==> src/sv/twban_pkg.sv <==
package twban_pkg;

    localparam int WORD_W   = 32;
    localparam int RANK_W   = 4;
    localparam int LEN_W    = 6;
    localparam int META_W   = 2;
    localparam int PHASE_W  = 3;
    localparam int APB_AW   = 5;
    localparam int APB_DW   = 32;
    localparam int N_META   = 4;

    localparam logic [RANK_W-1:0] RANK_RST = 4'd15;
    localparam logic [LEN_W-1:0]  LEN0_RST = 6'd8;
    localparam logic [LEN_W-1:0]  LEN1_RST = 6'd16;
    localparam logic [LEN_W-1:0]  LEN2_RST = 6'd24;
    localparam logic [LEN_W-1:0]  LEN3_RST = 6'd32;

    typedef enum logic [PHASE_W-1:0] {
        PH_IDLE = 3'd0,
        PH_ARB  = 3'd1,
        PH_META = 3'd2,
        PH_DATA = 3'd3,
        PH_FIN  = 3'd4
    } t_phase;

    typedef enum logic {
        HS_READ  = 1'b0,
        HS_WRITE = 1'b1
    } t_half;

    typedef enum logic [1:0] {
        OP_POLL  = 2'd0,
        OP_LATCH = 2'd1,
        OP_ALERT = 2'd2,
        OP_QUEUE = 2'd3
    } t_opcode;

    typedef enum logic [2:0] {
        REG_NODE_RANK = 3'd0,
        REG_LEN_META0 = 3'd1,
        REG_LEN_META1 = 3'd2,
        REG_LEN_META2 = 3'd3,
        REG_LEN_META3 = 3'd4
    } t_reg_idx;

    typedef struct packed {
        logic [RANK_W-1:0]             node_rank;
        logic [N_META-1:0][LEN_W-1:0]  len_tab;
    } t_cfg;

    typedef struct packed {
        logic                data_drive;
        logic                alert_drive;
        logic                latch_drive;
        logic                message_done;
        logic                was_sender;
        logic [RANK_W-1:0]   winner_rank;
        logic [META_W-1:0]   received_meta;
        logic [WORD_W-1:0]   received_payload;
        logic [PHASE_W-1:0]  bus_phase;
        logic                message_queued;
    } t_res;

endpackage

==> src/sv/twban_if.sv <==
interface twban_evt_if import twban_pkg::*; ();
    logic               valid;
    logic               ready;
    logic [1:0]         opcode;
    logic               alert_level;
    logic               latch_level;
    logic               data_sample;
    logic [META_W-1:0]  send_meta;
    logic [WORD_W-1:0]  send_payload;

    modport source (output valid, output opcode, output alert_level, output latch_level,
                    output data_sample, output send_meta, output send_payload,
                    input ready);
    modport sink   (input valid, input opcode, input alert_level, input latch_level,
                    input data_sample, input send_meta, input send_payload,
                    output ready);
endinterface

interface twban_res_if import twban_pkg::*; ();
    logic                valid;
    logic                ready;
    logic                data_drive;
    logic                alert_drive;
    logic                latch_drive;
    logic                message_done;
    logic                was_sender;
    logic [RANK_W-1:0]   winner_rank;
    logic [META_W-1:0]   received_meta;
    logic [WORD_W-1:0]   received_payload;
    logic [PHASE_W-1:0]  bus_phase;
    logic                message_queued;

    modport source (output valid, output data_drive, output alert_drive, output latch_drive,
                    output message_done, output was_sender, output winner_rank,
                    output received_meta, output received_payload, output bus_phase,
                    output message_queued, input ready);
    modport sink   (input valid, input data_drive, input alert_drive, input latch_drive,
                    input message_done, input was_sender, input winner_rank,
                    input received_meta, input received_payload, input bus_phase,
                    input message_queued, output ready);
endinterface

==> src/sv/twban_regs.sv <==
module twban_regs import twban_pkg::*; (
    input  logic               i_clk,
    input  logic               i_rst_n,
    input  logic               psel,
    input  logic               penable,
    input  logic               pwrite,
    input  logic [APB_AW-1:0]  paddr,
    input  logic [APB_DW-1:0]  pwdata,
    output logic [APB_DW-1:0]  prdata,
    output logic               pready,
    output t_cfg               o_cfg
);

    t_cfg     r_cfg;
    t_reg_idx w_idx;
    logic     w_wr;

    assign pready = 1'b1;
    assign w_idx  = t_reg_idx'(paddr[APB_AW-1:2]);
    assign w_wr   = psel & penable & pwrite & pready;
    assign o_cfg  = r_cfg;

    always_ff @(posedge i_clk) begin
        if (!i_rst_n) begin
            r_cfg.node_rank  <= RANK_RST;
            r_cfg.len_tab[0] <= LEN0_RST;
            r_cfg.len_tab[1] <= LEN1_RST;
            r_cfg.len_tab[2] <= LEN2_RST;
            r_cfg.len_tab[3] <= LEN3_RST;
        end else if (w_wr) begin
            case (w_idx)
                REG_NODE_RANK: r_cfg.node_rank  <= pwdata[RANK_W-1:0];
                REG_LEN_META0: r_cfg.len_tab[0] <= pwdata[LEN_W-1:0];
                REG_LEN_META1: r_cfg.len_tab[1] <= pwdata[LEN_W-1:0];
                REG_LEN_META2: r_cfg.len_tab[2] <= pwdata[LEN_W-1:0];
                REG_LEN_META3: r_cfg.len_tab[3] <= pwdata[LEN_W-1:0];
                default: ;
            endcase
        end
    end

    // Reads return the stored value, zero extended; unused addresses read as zero.
    always_comb begin
        case (w_idx)
            REG_NODE_RANK: prdata = APB_DW'(r_cfg.node_rank);
            REG_LEN_META0: prdata = APB_DW'(r_cfg.len_tab[0]);
            REG_LEN_META1: prdata = APB_DW'(r_cfg.len_tab[1]);
            REG_LEN_META2: prdata = APB_DW'(r_cfg.len_tab[2]);
            REG_LEN_META3: prdata = APB_DW'(r_cfg.len_tab[3]);
            default:       prdata = '0;
        endcase
    end

endmodule

==> src/sv/three_wire_bus_arbitration_node.sv <==
// Channel   Direction  Contents
// i_evt     in         line event: opcode, alert/latch levels, data sample, message to queue
// o_res     out        line drives, message_done with the received rank/meta/payload, phase
// APB       in/out     node_rank and the four payload length registers
//
// Every event is handled at the edge its transfer completes: the state advances there,
// and its result is loaded into the output register at the same edge.
// One event per clock is sustained while o_res does not stall; the output register
// takes a new result whenever it is empty or its current result leaves in the same cycle.
// Reset is synchronous and active low; it returns the node to idle with all lines released.
// Stalls on o_res hold the result and stop new events; nothing is lost or repeated.
module three_wire_bus_arbitration_node import twban_pkg::*; #(
    parameter int RANK_BITS        = 4,
    parameter int META_WIDTH       = 2,
    parameter int MAX_PAYLOAD_BITS = 32
) (
    input  logic               i_clk,
    input  logic               i_rst_n,
    twban_evt_if.sink          i_evt,
    twban_res_if.source        o_res,
    input  logic               psel,
    input  logic               penable,
    input  logic               pwrite,
    input  logic [APB_AW-1:0]  paddr,
    input  logic [APB_DW-1:0]  pwdata,
    output logic [APB_DW-1:0]  prdata,
    output logic               pready
);

    // Derived constants for the arbitration and meta fields.
    localparam logic [WORD_W-1:0] RANK_MASK  = WORD_W'((64'd1 << RANK_BITS) - 64'd1);
    localparam logic [2:0]        ARB_IDX0   = 3'((RANK_BITS - 1) & 7);
    localparam logic [WORD_W-1:0] ARB_MASK0  = WORD_W'(1) << ARB_IDX0;
    localparam logic [WORD_W-1:0] META_MASK0 = WORD_W'(1) << (META_WIDTH - 1);
    localparam logic [LEN_W-1:0]  LEN_MAX    = LEN_W'(MAX_PAYLOAD_BITS);
    localparam int                LEN_SH_W   = $clog2(MAX_PAYLOAD_BITS);
    localparam logic [WORD_W-1:0] ALL_ONES   = '1;

    t_cfg w_cfg;

    twban_regs u_regs (
        .i_clk   (i_clk),
        .i_rst_n (i_rst_n),
        .psel    (psel),
        .penable (penable),
        .pwrite  (pwrite),
        .paddr   (paddr),
        .pwdata  (pwdata),
        .prdata  (prdata),
        .pready  (pready),
        .o_cfg   (w_cfg)
    );

    // Node state.
    t_phase                r_phase,   n_phase;
    t_half                 r_half,    n_half;
    logic                  r_sender,  n_sender;
    logic                  r_pend,    n_pend;
    logic [META_W-1:0]     r_pmeta,   n_pmeta;
    logic [WORD_W-1:0]     r_ppay,    n_ppay;
    logic [WORD_W-1:0]     r_send,    n_send;
    logic [WORD_W-1:0]     r_recv,    n_recv;
    logic [WORD_W-1:0]     r_mask,    n_mask;
    logic [2:0]            r_arb_idx, n_arb_idx;
    logic [RANK_W-1:0]     r_arb_res, n_arb_res;
    logic [META_WIDTH-1:0] r_meta,    n_meta;
    logic                  r_data_drv,  n_data_drv;
    logic                  r_alert_drv, n_alert_drv;
    logic                  r_latch_drv, n_latch_drv;

    // Output register.
    logic r_out_valid;
    t_res r_res, n_res;

    logic                  w_accept;
    logic                  w_busy;
    t_opcode               w_op;
    logic [WORD_W-1:0]     w_rank;
    logic [WORD_W-1:0]     w_recv_sh;
    logic [WORD_W-1:0]     w_mask_sh;
    logic                  w_arb_miss;
    logic [META_WIDTH-1:0] w_meta_new;
    logic [1:0]            w_len_sel;
    logic [LEN_W-1:0]      w_len_raw;
    logic [LEN_W-1:0]      w_len_eff;
    logic [LEN_SH_W-1:0]   w_len_sh;
    logic                  w_done;

    // The input is taken whenever the output register can take the result.
    assign i_evt.ready = !r_out_valid || o_res.ready;
    assign w_accept    = i_evt.valid && i_evt.ready;
    assign w_op        = t_opcode'(i_evt.opcode);
    assign w_busy      = (r_phase == PH_ARB) || (r_phase == PH_META) || (r_phase == PH_DATA);

    // Bit read on a latch edge: shift the sample in and step the mask.
    assign w_rank     = RANK_MASK & WORD_W'(w_cfg.node_rank);
    assign w_recv_sh  = {r_recv[WORD_W-2:0], i_evt.data_sample};
    assign w_mask_sh  = r_mask >> 1;
    assign w_arb_miss = w_recv_sh != (w_rank >> r_arb_idx);

    // Payload length lookup for the meta value just completed; the table entry is
    // clamped to 1..MAX_PAYLOAD_BITS, and meta values above three use the last entry.
    assign w_meta_new = w_recv_sh[META_WIDTH-1:0];
    assign w_len_sel  = (WORD_W'(w_meta_new) > WORD_W'(3)) ? 2'd3 : 2'(w_meta_new);
    assign w_len_raw  = w_cfg.len_tab[w_len_sel];
    always_comb begin
        if (w_len_raw == '0) begin
            w_len_eff = LEN_W'(1);
        end else if (w_len_raw > LEN_MAX) begin
            w_len_eff = LEN_MAX;
        end else begin
            w_len_eff = w_len_raw;
        end
    end
    assign w_len_sh = LEN_SH_W'(w_len_eff - LEN_W'(1));

    // Next state of the node for the accepted event.
    always_comb begin
        n_phase     = r_phase;
        n_half      = r_half;
        n_sender    = r_sender;
        n_pend      = r_pend;
        n_pmeta     = r_pmeta;
        n_ppay      = r_ppay;
        n_send      = r_send;
        n_recv      = r_recv;
        n_mask      = r_mask;
        n_arb_idx   = r_arb_idx;
        n_arb_res   = r_arb_res;
        n_meta      = r_meta;
        n_data_drv  = r_data_drv;
        n_alert_drv = r_alert_drv;
        n_latch_drv = r_latch_drv;
        if (w_accept) begin
            case (w_op)
                OP_POLL: begin
                    if (r_phase == PH_IDLE) begin
                        // Another node pulling alert low, or our own queued message,
                        // opens a new message with the arbitration field.
                        if (!i_evt.alert_level || r_pend) begin
                            n_alert_drv = 1'b0;
                            n_latch_drv = 1'b1;
                            n_arb_res   = '0;
                            n_arb_idx   = ARB_IDX0;
                            n_mask      = ARB_MASK0;
                            n_recv      = '0;
                            n_send      = r_pend ? w_rank : ALL_ONES;
                            n_sender    = r_pend;
                            n_data_drv  = |((r_pend ? w_rank : ALL_ONES) & ARB_MASK0);
                            n_phase     = PH_ARB;
                            n_half      = HS_READ;
                        end
                    end else if (r_phase == PH_FIN) begin
                        if (i_evt.alert_level && !i_evt.latch_level) begin
                            n_data_drv = 1'b1;
                            n_phase    = PH_IDLE;
                        end
                    end
                end
                OP_LATCH: begin
                    if (w_busy && r_half == HS_READ) begin
                        n_recv      = w_recv_sh;
                        n_mask      = w_mask_sh;
                        n_latch_drv = 1'b0;
                        n_alert_drv = 1'b1;
                        n_half      = HS_WRITE;
                        case (r_phase)
                            PH_ARB: begin
                                // Losing arbitration turns the node into a receiver.
                                if (w_arb_miss) begin
                                    n_sender = 1'b0;
                                    n_send   = ALL_ONES;
                                end
                                n_arb_idx = r_arb_idx - 3'd1;
                                if (w_mask_sh == '0) begin
                                    n_send    = n_sender ? WORD_W'(r_pmeta) : ALL_ONES;
                                    n_arb_res = w_recv_sh[RANK_W-1:0];
                                    n_recv    = '0;
                                    n_mask    = META_MASK0;
                                    n_phase   = PH_META;
                                end
                            end
                            PH_META: begin
                                if (w_mask_sh == '0) begin
                                    if (r_sender) begin
                                        n_send = r_ppay;
                                    end
                                    n_meta  = w_meta_new;
                                    n_recv  = '0;
                                    n_mask  = WORD_W'(1) << w_len_sh;
                                    n_phase = PH_DATA;
                                end
                            end
                            default: begin
                                if (w_mask_sh == '0) begin
                                    if (r_sender) begin
                                        n_pend = 1'b0;
                                    end
                                    n_phase = PH_FIN;
                                end
                            end
                        endcase
                    end
                end
                OP_ALERT: begin
                    if (w_busy && r_half == HS_WRITE) begin
                        n_data_drv  = |(r_send & r_mask);
                        n_alert_drv = 1'b0;
                        n_latch_drv = 1'b1;
                        n_half      = HS_READ;
                    end
                end
                OP_QUEUE: begin
                    // A second message is dropped while one is still pending.
                    if (!r_pend) begin
                        n_pend  = 1'b1;
                        n_pmeta = i_evt.send_meta;
                        n_ppay  = i_evt.send_payload;
                    end
                end
                default: ;
            endcase
        end
    end

    // Result item for the accepted event, taken from the updated state.
    assign w_done = (w_op == OP_POLL) && (r_phase == PH_FIN)
                    && i_evt.alert_level && !i_evt.latch_level;

    always_comb begin
        n_res                  = '0;
        n_res.data_drive       = n_data_drv;
        n_res.alert_drive      = n_alert_drv;
        n_res.latch_drive      = n_latch_drv;
        n_res.message_done     = w_done;
        n_res.bus_phase        = n_phase;
        n_res.message_queued   = n_pend;
        if (w_done) begin
            n_res.was_sender       = n_sender;
            n_res.winner_rank      = n_arb_res;
            n_res.received_meta    = META_W'(n_meta);
            n_res.received_payload = n_recv;
        end
    end

    always_ff @(posedge i_clk) begin
        if (!i_rst_n) begin
            r_phase     <= PH_IDLE;
            r_half      <= HS_READ;
            r_sender    <= 1'b0;
            r_pend      <= 1'b0;
            r_pmeta     <= '0;
            r_ppay      <= '0;
            r_send      <= ALL_ONES;
            r_recv      <= '0;
            r_mask      <= '0;
            r_arb_idx   <= '0;
            r_arb_res   <= '0;
            r_meta      <= '0;
            r_data_drv  <= 1'b1;
            r_alert_drv <= 1'b1;
            r_latch_drv <= 1'b1;
            r_out_valid <= 1'b0;
        end else begin
            r_phase     <= n_phase;
            r_half      <= n_half;
            r_sender    <= n_sender;
            r_pend      <= n_pend;
            r_pmeta     <= n_pmeta;
            r_ppay      <= n_ppay;
            r_send      <= n_send;
            r_recv      <= n_recv;
            r_mask      <= n_mask;
            r_arb_idx   <= n_arb_idx;
            r_arb_res   <= n_arb_res;
            r_meta      <= n_meta;
            r_data_drv  <= n_data_drv;
            r_alert_drv <= n_alert_drv;
            r_latch_drv <= n_latch_drv;
            if (w_accept) begin
                r_out_valid <= 1'b1;
            end else if (o_res.ready) begin
                r_out_valid <= 1'b0;
            end
        end
    end

    // The result payload needs no reset; it is qualified by r_out_valid.
    always_ff @(posedge i_clk) begin
        if (w_accept) begin
            r_res <= n_res;
        end
    end

    assign o_res.valid            = r_out_valid;
    assign o_res.data_drive       = r_res.data_drive;
    assign o_res.alert_drive      = r_res.alert_drive;
    assign o_res.latch_drive      = r_res.latch_drive;
    assign o_res.message_done     = r_res.message_done;
    assign o_res.was_sender       = r_res.was_sender;
    assign o_res.winner_rank      = r_res.winner_rank;
    assign o_res.received_meta    = r_res.received_meta;
    assign o_res.received_payload = r_res.received_payload;
    assign o_res.bus_phase        = r_res.bus_phase;
    assign o_res.message_queued   = r_res.message_queued;

    // A finished message always leaves the node idle.
    a_done_idle: assert property (@(posedge i_clk) disable iff (!i_rst_n)
        (r_out_valid && r_res.message_done) |-> (r_res.bus_phase == PH_IDLE))
        else $error("message_done reported outside the idle phase");

    // While a message runs, latch is released exactly in the read half-step and
    // alert is always driven opposite to latch.
    a_half_drives: assert property (@(posedge i_clk) disable iff (!i_rst_n)
        (r_phase == PH_ARB || r_phase == PH_META || r_phase == PH_DATA)
        |-> ((r_latch_drv == (r_half == HS_READ)) && (r_alert_drv != r_latch_drv)))
        else $error("line drives do not match the half-step");

    // The bit pointer selects exactly one bit while a field is in progress.
    a_mask_onehot: assert property (@(posedge i_clk) disable iff (!i_rst_n)
        (r_phase == PH_ARB || r_phase == PH_META || r_phase == PH_DATA)
        |-> $onehot(r_mask))
        else $error("bit mask lost its single bit during a message");

endmodule

==> src/flat_wrapper.sv <==
// flat-port wrapper written by rule: the top's interface ports become plain ports
module three_wire_bus_arbitration_node_flat import twban_pkg::*;
#(
    parameter int RANK_BITS        = 4,
    parameter int META_WIDTH       = 2,
    parameter int MAX_PAYLOAD_BITS = 32
)
  (i_clk, i_rst_n, psel, penable, pwrite, paddr, pwdata, prdata, pready, i_evt_valid, i_evt_opcode, i_evt_alert_level, i_evt_latch_level, i_evt_data_sample, i_evt_send_meta, i_evt_send_payload, i_evt_ready, o_res_valid, o_res_data_drive, o_res_alert_drive, o_res_latch_drive, o_res_message_done, o_res_was_sender, o_res_winner_rank, o_res_received_meta, o_res_received_payload, o_res_bus_phase, o_res_message_queued, o_res_ready);
  twban_evt_if i_evt_i ();
  twban_res_if o_res_i ();
  input  logic i_clk;
  input  logic i_rst_n;
  input  logic psel;
  input  logic penable;
  input  logic pwrite;
  input  logic [APB_AW-1:0] paddr;
  input  logic [APB_DW-1:0] pwdata;
  output logic [APB_DW-1:0] prdata;
  output logic pready;
  input wire logic [$bits(i_evt_i.valid)-1:0] i_evt_valid;
  input wire logic [$bits(i_evt_i.opcode)-1:0] i_evt_opcode;
  input wire logic [$bits(i_evt_i.alert_level)-1:0] i_evt_alert_level;
  input wire logic [$bits(i_evt_i.latch_level)-1:0] i_evt_latch_level;
  input wire logic [$bits(i_evt_i.data_sample)-1:0] i_evt_data_sample;
  input wire logic [$bits(i_evt_i.send_meta)-1:0] i_evt_send_meta;
  input wire logic [$bits(i_evt_i.send_payload)-1:0] i_evt_send_payload;
  output wire logic [$bits(i_evt_i.ready)-1:0] i_evt_ready;
  output wire logic [$bits(o_res_i.valid)-1:0] o_res_valid;
  output wire logic [$bits(o_res_i.data_drive)-1:0] o_res_data_drive;
  output wire logic [$bits(o_res_i.alert_drive)-1:0] o_res_alert_drive;
  output wire logic [$bits(o_res_i.latch_drive)-1:0] o_res_latch_drive;
  output wire logic [$bits(o_res_i.message_done)-1:0] o_res_message_done;
  output wire logic [$bits(o_res_i.was_sender)-1:0] o_res_was_sender;
  output wire logic [$bits(o_res_i.winner_rank)-1:0] o_res_winner_rank;
  output wire logic [$bits(o_res_i.received_meta)-1:0] o_res_received_meta;
  output wire logic [$bits(o_res_i.received_payload)-1:0] o_res_received_payload;
  output wire logic [$bits(o_res_i.bus_phase)-1:0] o_res_bus_phase;
  output wire logic [$bits(o_res_i.message_queued)-1:0] o_res_message_queued;
  input wire logic [$bits(o_res_i.ready)-1:0] o_res_ready;
  assign i_evt_i.valid = i_evt_valid;
  assign i_evt_i.opcode = i_evt_opcode;
  assign i_evt_i.alert_level = i_evt_alert_level;
  assign i_evt_i.latch_level = i_evt_latch_level;
  assign i_evt_i.data_sample = i_evt_data_sample;
  assign i_evt_i.send_meta = i_evt_send_meta;
  assign i_evt_i.send_payload = i_evt_send_payload;
  assign i_evt_ready = i_evt_i.ready;
  assign o_res_valid = o_res_i.valid;
  assign o_res_data_drive = o_res_i.data_drive;
  assign o_res_alert_drive = o_res_i.alert_drive;
  assign o_res_latch_drive = o_res_i.latch_drive;
  assign o_res_message_done = o_res_i.message_done;
  assign o_res_was_sender = o_res_i.was_sender;
  assign o_res_winner_rank = o_res_i.winner_rank;
  assign o_res_received_meta = o_res_i.received_meta;
  assign o_res_received_payload = o_res_i.received_payload;
  assign o_res_bus_phase = o_res_i.bus_phase;
  assign o_res_message_queued = o_res_i.message_queued;
  assign o_res_i.ready = o_res_ready;
  three_wire_bus_arbitration_node #(.RANK_BITS(RANK_BITS), .META_WIDTH(META_WIDTH), .MAX_PAYLOAD_BITS(MAX_PAYLOAD_BITS)) u_core (.i_clk(i_clk), .i_rst_n(i_rst_n), .i_evt(i_evt_i), .o_res(o_res_i), .psel(psel), .penable(penable), .pwrite(pwrite), .paddr(paddr), .pwdata(pwdata), .prdata(prdata), .pready(pready));
endmodule
==> config.mk <==
export PLATFORM = sky130hd
export DESIGN_NAME = three_wire_bus_arbitration_node_flat
export DESIGN_NICKNAME = d
export VERILOG_FILES = /design/src/sv/twban_pkg.sv /design/src/sv/twban_if.sv /design/src/sv/twban_regs.sv /design/src/sv/three_wire_bus_arbitration_node.sv /design/src/flat_wrapper.sv
export SDC_FILE = /design/constraint.sdc
export NUM_CORES = 1
export LEC_CHECK = 0
export BUFFER_PORTS_ARGS = -buffer_cell sky130_fd_sc_hd__buf_2
export CAP_MARGIN = 20
export CORE_MARGIN = 4
export CORE_UTILIZATION = 45
export DETAILED_ROUTE_END_ITERATION = 7
export PLACE_DENSITY = 0.69
export SLEW_MARGIN = 10
export SYNTH_ARGS = -nofsm -noshare
export SYNTH_HDL_FRONTEND = slang
export SYNTH_SLANG_ARGS = --single-unit
==> constraint.sdc <==
create_clock -name i_clk -period 2.7 [get_ports i_clk]
set_input_delay 0.54 -clock i_clk [delete_from_list [all_inputs] [get_ports i_clk]]
set_output_delay 0.54 -clock i_clk [all_outputs]
set_load 0.01 [all_outputs]
==> flow_metrics.py, run 1 <==
metrics = {
    "sta": {
        "period_share": 0.9340,
        "tightest_slew_ps": 620.6,
        "fin_hold_ws_ps": 264.6,
        "min_period_ps": 2522,
        "fmaxAchievable_ghz": 0.3965,
        "finClkSkew_ps": 12.30,
        "setup_viol": 0,
        "tns_ps": 0,
        "slew_headroom": 0.5819,
        "hold_viol": 0,
        "slew_violations": 0,
        "rsz0062_at_grt": "no",
    },
    "cells_and_area": {
        "diodes": 0,
        "synthToLayoutAreaGrowth_pct": 16.89,
        "drive_above_1_share": 0.2005,
        "fin_nets": 1263,
    },
    "floorplanning": {
        "boundaryPins": 165,
        "rows": 53,
        "initial_core_util": 0.4632,
        "die-area_sq_um": 24340,
        "die_x_um": 156.0,
        "dieHeight_um": 156.0,
        "core_area_sq_um": 21290,
    },
    "detailed_routing": {
        "vias_per_cell": 5.638,
        "drcViolationCount": 0,
        "via_count": 8271,
        "ant_nets": 0,
        "drt_wl_total_um": 25560,
        "drt_iter0_drc": 857,
        "routedWlPerCell_um": 17.42,
        "drt-pass1-iter-count": 6,
    },
    "global_route": {
        "grt_start_max_net_pins": 100,
        "grt_use_total": 0.2013,
        "antenna_found_initial": 0,
        "grt_pass1_wl_um": 40530,
        "grt_pass1_vias": 7650,
        "overflow": 0,
    },
    "clock_network": {
        "clockBufferDepth": 3,
        "worstSkewPairLatency_ps": 520,
        "path_clk_slew_ps": 60,
        "cts-buffers-inserted": 24,
        "cts_sinks": 224,
        "postCtsHoldBufs": 0,
        "htree_levels": 1,
        "cts_tree": "built",
        "cts_root_buffer": "clkbuf_16",
    },
    "synth": {
        "post_synth_num_cell_types": 71,
        "synth_cells": 1060,
        "ys_seq_area_frac": 0.5025,
        "synth.avg_cell_area_sq_um": 9.301,
        "synth_seq_cells": 224,
        "synth.top_cell.area_share": 0.3594,
        "yosys.area.top_type": "dfxtp_1",
        "yosysWarningCount": 0,
        "synth_edf_count": 47,
        "ys_top_cells_by_area": "dfxtp_1 36%, edfxtp_1 14%, nor2_1 6.1%",
        "async_reset_ff_frac": 0,
        "synth_flop_cell": "dfxtp_1",
        "synth.cell_area_sq_um": 9859,
    },
    "pwr": {
        "ir_drop_v": 0.0004118,
        "cellPowerDensity_nw_per_um2": 618.7,
        "power_w": 0.007130,
        "p_leak_nw": 4.660,
    },
    "critical_path": {
        "crit_chain": "nor4_1 -> a21boi_1 -> o21ai_2 -> nand2b_1 -> a31oi_1 -> or2_1 -> buf_12 -> o221ai_1",
        "slowest_stage": "nor4_1",
        "cp_max_fo": 32,
        "required_ps": 3060,
        "worst_setup_path_end_kind": "register",
        "startpoint_type": "register",
        "path_class": "reg2reg",
        "arrival_ps": 2880,
        "slowest_delay_ps": 530,
    },
    "run": {
        "cap_violations": 0,
    },
    "status": {
        "outcome": "finished clean",
    },
    "min_path": {
        "hold_class": "in2reg",
    },
    "placement": {
        "hpwl_um": 17890,
        "place_congestion": 0.9499,
        "io_buffers": 109,
    },
}
## placed cells by master (no fill, tap or decap), types with 7 or more instances in the layout
| cell type | synthesis | routed |
|---|---|---|
| and2_1 | 7 | 7 |
| nand2_1 | 112 | 112 |
| inv_1 | 44 | 43 |
| a22oi_1 | 77 | 77 |
| a21oi_1 | 58 | 57 |
| dfxtp_1 | 177 | 177 |
| o21ai_0 | 28 | 28 |
| buf_4 | 28 | 50 |
| a31oi_1 | 9 | 9 |
| edfxtp_1 | 47 | 47 |
| clkbuf_16 | 0 | 25 |
| o221ai_1 | 14 | 14 |
| conb_1 | 2 | 27 |
| nor4_1 | 16 | 16 |
| nand3_1 | 20 | 20 |
| o221ai_2 | 18 | 18 |
| nand2b_1 | 8 | 8 |
| nor2_1 | 161 | 159 |
| nor3_1 | 11 | 11 |
| mux2i_1 | 30 | 30 |
| nand4_1 | 8 | 8 |
| nor2b_1 | 10 | 10 |
| buf_2 | 6 | 109 |
| o21ai_1 | 15 | 14 |
## per-stage QoR
stage | cell area, sq um | cells | util | setup WS, ps
floorplan | 9957 | 1085 | - | 34.39
global placement | 10790 | 1428 | 0.5069 | -71.71
detailed placement | 10790 | 1428 | 0.5069 | -110.5
CTS | 11520 | 1467 | 0.5413 | 177.6
global route | 11520 | 1467 | 0.5414 | 12.39
finish | 11520 | 1467 | 0.5414 | 178.1
## per-layer routing
metal  routed length (um)  up-vias  global-route usage
li1                     -     3991                   -
met4                  624        0             0.05669
met5                    0        -                   0
met1                11390     3927              0.2880
met3                 1867       52             0.03107
met2                11680      301              0.3178
## flip-flops by register name (all words and copies together) (netlist names), 2 cells and up
register,flops
u_core.o_res.received_meta,2
u_core.o_res.received_payload,32
u_core.r_send,32
u_core.r_mask,32
u_core.r_recv,32
u_core.r_phase,3
u_core.r_ppay,32
u_core.r_arb_res,4
u_core.r_meta,2
u_core.u_regs.o_cfg,28
u_core.o_res.bus_phase,3
u_core.r_arb_idx,3
u_core.r_pmeta,2
u_core.o_res.winner_rank,4
## timing repair
action                     in CTS  in global routing
setup endpoints to repair       0                  1
setup buffers                   0                  0
gates resized for setup         0                  1
## where the power goes
part / switching, W / leakage (nW) / internal [W] / total [W]
combinational: 0.000301 / 2.41 / 0.000170 / 0.000471
sequential: 0.0000396 / 1.89 / 0.00349 / 0.00353
clock: 0.00130 / 0.359 / 0.00183 / 0.00313
total: 0.00164 / 4.66 / 0.00549 / 0.00713
## synth_stat cells (4+ instances only)
library cell and instances:
nor2_1 161, nor4_1 16, buf_4 28, and2_1 7, a21oi_1 58, o21ai_1 15
nand4_1 8, dfxtp_1 177, o211ai_1 4, edfxtp_1 47, o21a_1 6, nor4b_1 5
o221ai_2 18, buf_2 6, nor3_1 11, mux2i_1 30, o31ai_1 4, nand3_1 20
nand2b_1 8, a31oi_1 9, mux4_2 6, and3_1 4, a22oi_1 77, o21ai_0 28
inv_1 44, o22ai_1 6, nor2b_1 10, or3_1 6, o221ai_1 14, clkbuf_1 53
buf_6 7, nand2_1 112
## critical path, delay by kind of cell, from the launching register on
kind | cells | cell delay, ps
compound gates | 4 | 840
buf+inv | 1 | 220
flops | 1 | 400
simple gates | 3 | 890
## final cells by class
cell class,count,area [sq um]
multi-input cells,720,4317
clock inverters,6,56.30
flip-flops and latches,224,4955
clock buffers,33,675.6
well taps,275,344.1
fillers,1934,9762
repair buffers,163,1001
inverters,46,176.4
## path summary, 6_finish.rpt
check        slack [ps]                   start  cells past startpoint                end
max reg2reg         180       u_core.r_phase[1]                      8  u_core.r_send[23]
min reg2reg         460       u_core.r_ppay[10]                      2  u_core.r_ppay[10]
max                 180       u_core.r_phase[1]                      8  u_core.r_send[23]
min                 260  i_evt_send_payload[16]                      3  u_core.r_ppay[16]
## kinds of logic (layout without fill, tap and decap cells)
logic type | after synthesis | in the layout | synth area share
simple gates | 393 | 393 | 0.1857
compound gates | 257 | 257 | 0.1876
flops | 224 | 224 | 0.5025
buf+inv | 141 | 248 | 0.07043
mux | 39 | 39 | 0.04911
xor+xnor | 3 | 3 | 0.002665
other cells | 2 | 27 | 0.0007617
fa+ha+maj | 1 | 1 | 0.001269
(Power assumes the default switching activity.)
==> run 2, diff against run 1 <==
Settings changed: RECOVER_POWER set to 50.
==> flow_metrics.py, run 2 (synthesized netlist as in run 1, its figures left out) <==
metrics = {
    "floorplanning": {
        "rows": 53,
        "dieHeight_um": 156.0,
        "initial_core_util": 0.4632,
        "core_area_sq_um": 21290,
        "die-area_sq_um": 24340,
        "die_x_um": 156.0,
        "boundaryPins": 165,
    },
    "global_route": {
        "grt_pass1_wl_um": 40530,
        "grt_start_max_net_pins": 100,
        "grt_use_total": 0.2013,
        "overflow": 0,
        "grt_pass1_vias": 7650,
        "antenna_found_initial": 0,
    },
    "sta": {
        "rsz0062_at_grt": "no",
        "fmaxAchievable_ghz": 0.3997,
        "min_period_ps": 2502,
        "period_share": 0.9265,
        "tightest_slew_ps": 2117,
        "hold_viol": 0,
        "fin_ws_ps": 198.4,
        "fin_hold_ws_ps": 265.1,
        "slew_headroom": -0.4115,
        "setup_viol": 0,
        "slew_violations": 100,
        "finClkSkew_ps": 13.79,
    },
    "cells_and_area": {
        "nFillCells": 1967,
        "mostFrequentLayoutCell": "dfxtp_1",
        "fin_nets": 1263,
        "diodes": 0,
        "finalNonFillerCells": 1467,
        "synthToLayoutAreaGrowth_pct": 15.90,
        "drive_above_1_share": 0.1560,
        "final_cell_mix": "177 x dfxtp_1, 159 x nor2_1, 112 x nand2_1, 77 x a22oi_1, 60 x buf_2",
    },
    "status": {
        "failed_checks": "max-capacitance violations, max-slew violations",
        "outcome": "complete, but fails checks",
    },
    "clock_network": {
        "worstSkewPairLatency_ps": 520,
        "cts_sinks": 224,
        "path_clk_slew_ps": 60,
        "cts-buffers-inserted": 24,
        "postCtsHoldBufs": 0,
        "htree_levels": 1,
        "cts_root_buffer": "clkbuf_16",
        "cts_tree": "built",
        "clockBufferDepth": 3,
    },
    "detailed_routing": {
        "drcViolationCount": 0,
        "via_count": 8278,
        "drt_wl_total_um": 25600,
        "drt-pass1-iter-count": 5,
        "drt_iter0_drc": 817,
        "routedWlPerCell_um": 17.45,
        "vias_per_cell": 5.643,
        "ant_nets": 0,
    },
    "critical_path": {
        "path_class": "reg2reg",
        "startpoint_type": "register",
        "cp_max_fo": 5,
        "arrival_ps": 2960,
        "required_ps": 3160,
        "worst_setup_path_end_kind": "register",
    },
    "pwr": {
        "p_leak_nw": 4.494,
        "ir_drop_v": 0.0004118,
        "power_w": 0.007120,
        "cellPowerDensity_nw_per_um2": 623.1,
    },
    "placement": {
        "dp_slack_ps": -110.5,
        "io_buffers": 109,
        "place_congestion": 0.9499,
        "hpwl_um": 17890,
        "dp.cells": 1428,
    },
    "run": {
        "cap_violations": 1,
    },
    "min_path": {
        "hold_class": "in2reg",
    },
}
run 2: final timing paths:
path	depth (start not counted)	slack, ps	start	endpoint
worst max-delay path	7	200	u_core.r_mask[8]	u_core.r_phase[0]
worst max register to register	7	200	u_core.r_mask[8]	u_core.r_phase[0]
worst min register to register	2	460	u_core.r_ppay[7]	u_core.r_ppay[7]
worst min-delay path	3	270	i_evt_send_payload[16]	u_core.r_ppay[16]
run 2: stage by stage:
step	setup TNS, ps	util	area, sq um
6_report	0	0.5368	11430
4_1_cts	0	0.5413	11520
3_3_place_gp	-537.4	0.5069	10790
2_1_floorplan	0	-	9957
5_1_grt	0	0.5368	11430
3_5_place_dp	-1029	0.5069	10790
run 2: layout make-up:
| class | instances | area, sq um | area share |
|---|---|---|---|
| flip-flops and latches | 224 | 4955 | 0.4336 |
| multi-input cells | 720 | 4317 | 0.3778 |
| repair buffers | 163 | 905.9 | 0.07927 |
| clock buffers | 33 | 675.6 | 0.05913 |
| well taps | 275 | 344.1 | 0.03011 |
| inverters | 46 | 173.9 | 0.01522 |
| clock inverters | 6 | 56.30 | 0.004927 |
run 2: power by group:
part	switching, W	total, W	internal [W]
Sequential	0.0000407	0.00354	0.00349
Combinational	0.000300	0.000455	0.000155
Clock	0.00130	0.00313	0.00183
run 2: critical path: stages (launching register included):
cell and delay [ps]:
dfxtp_1 360, nor4_1 420, nand4_1 240, or2_1 410, nor2_1 300, a21oi_1 140
o31ai_1 400, and2_1 190
run 2: per-layer routing:
layer  track usage  up-vias  wire (um)
met1        0.2880     3939      11370
met4       0.05669        0        574
met3       0.03107       49       1878
met2        0.3178      300      11770
li1              -     3990          -
met5             0        -          0
run 2: timing repair:
item	CTS	global route
setup buffers	0	0
setup endpoints to repair	0	1
resized for setup	0	1
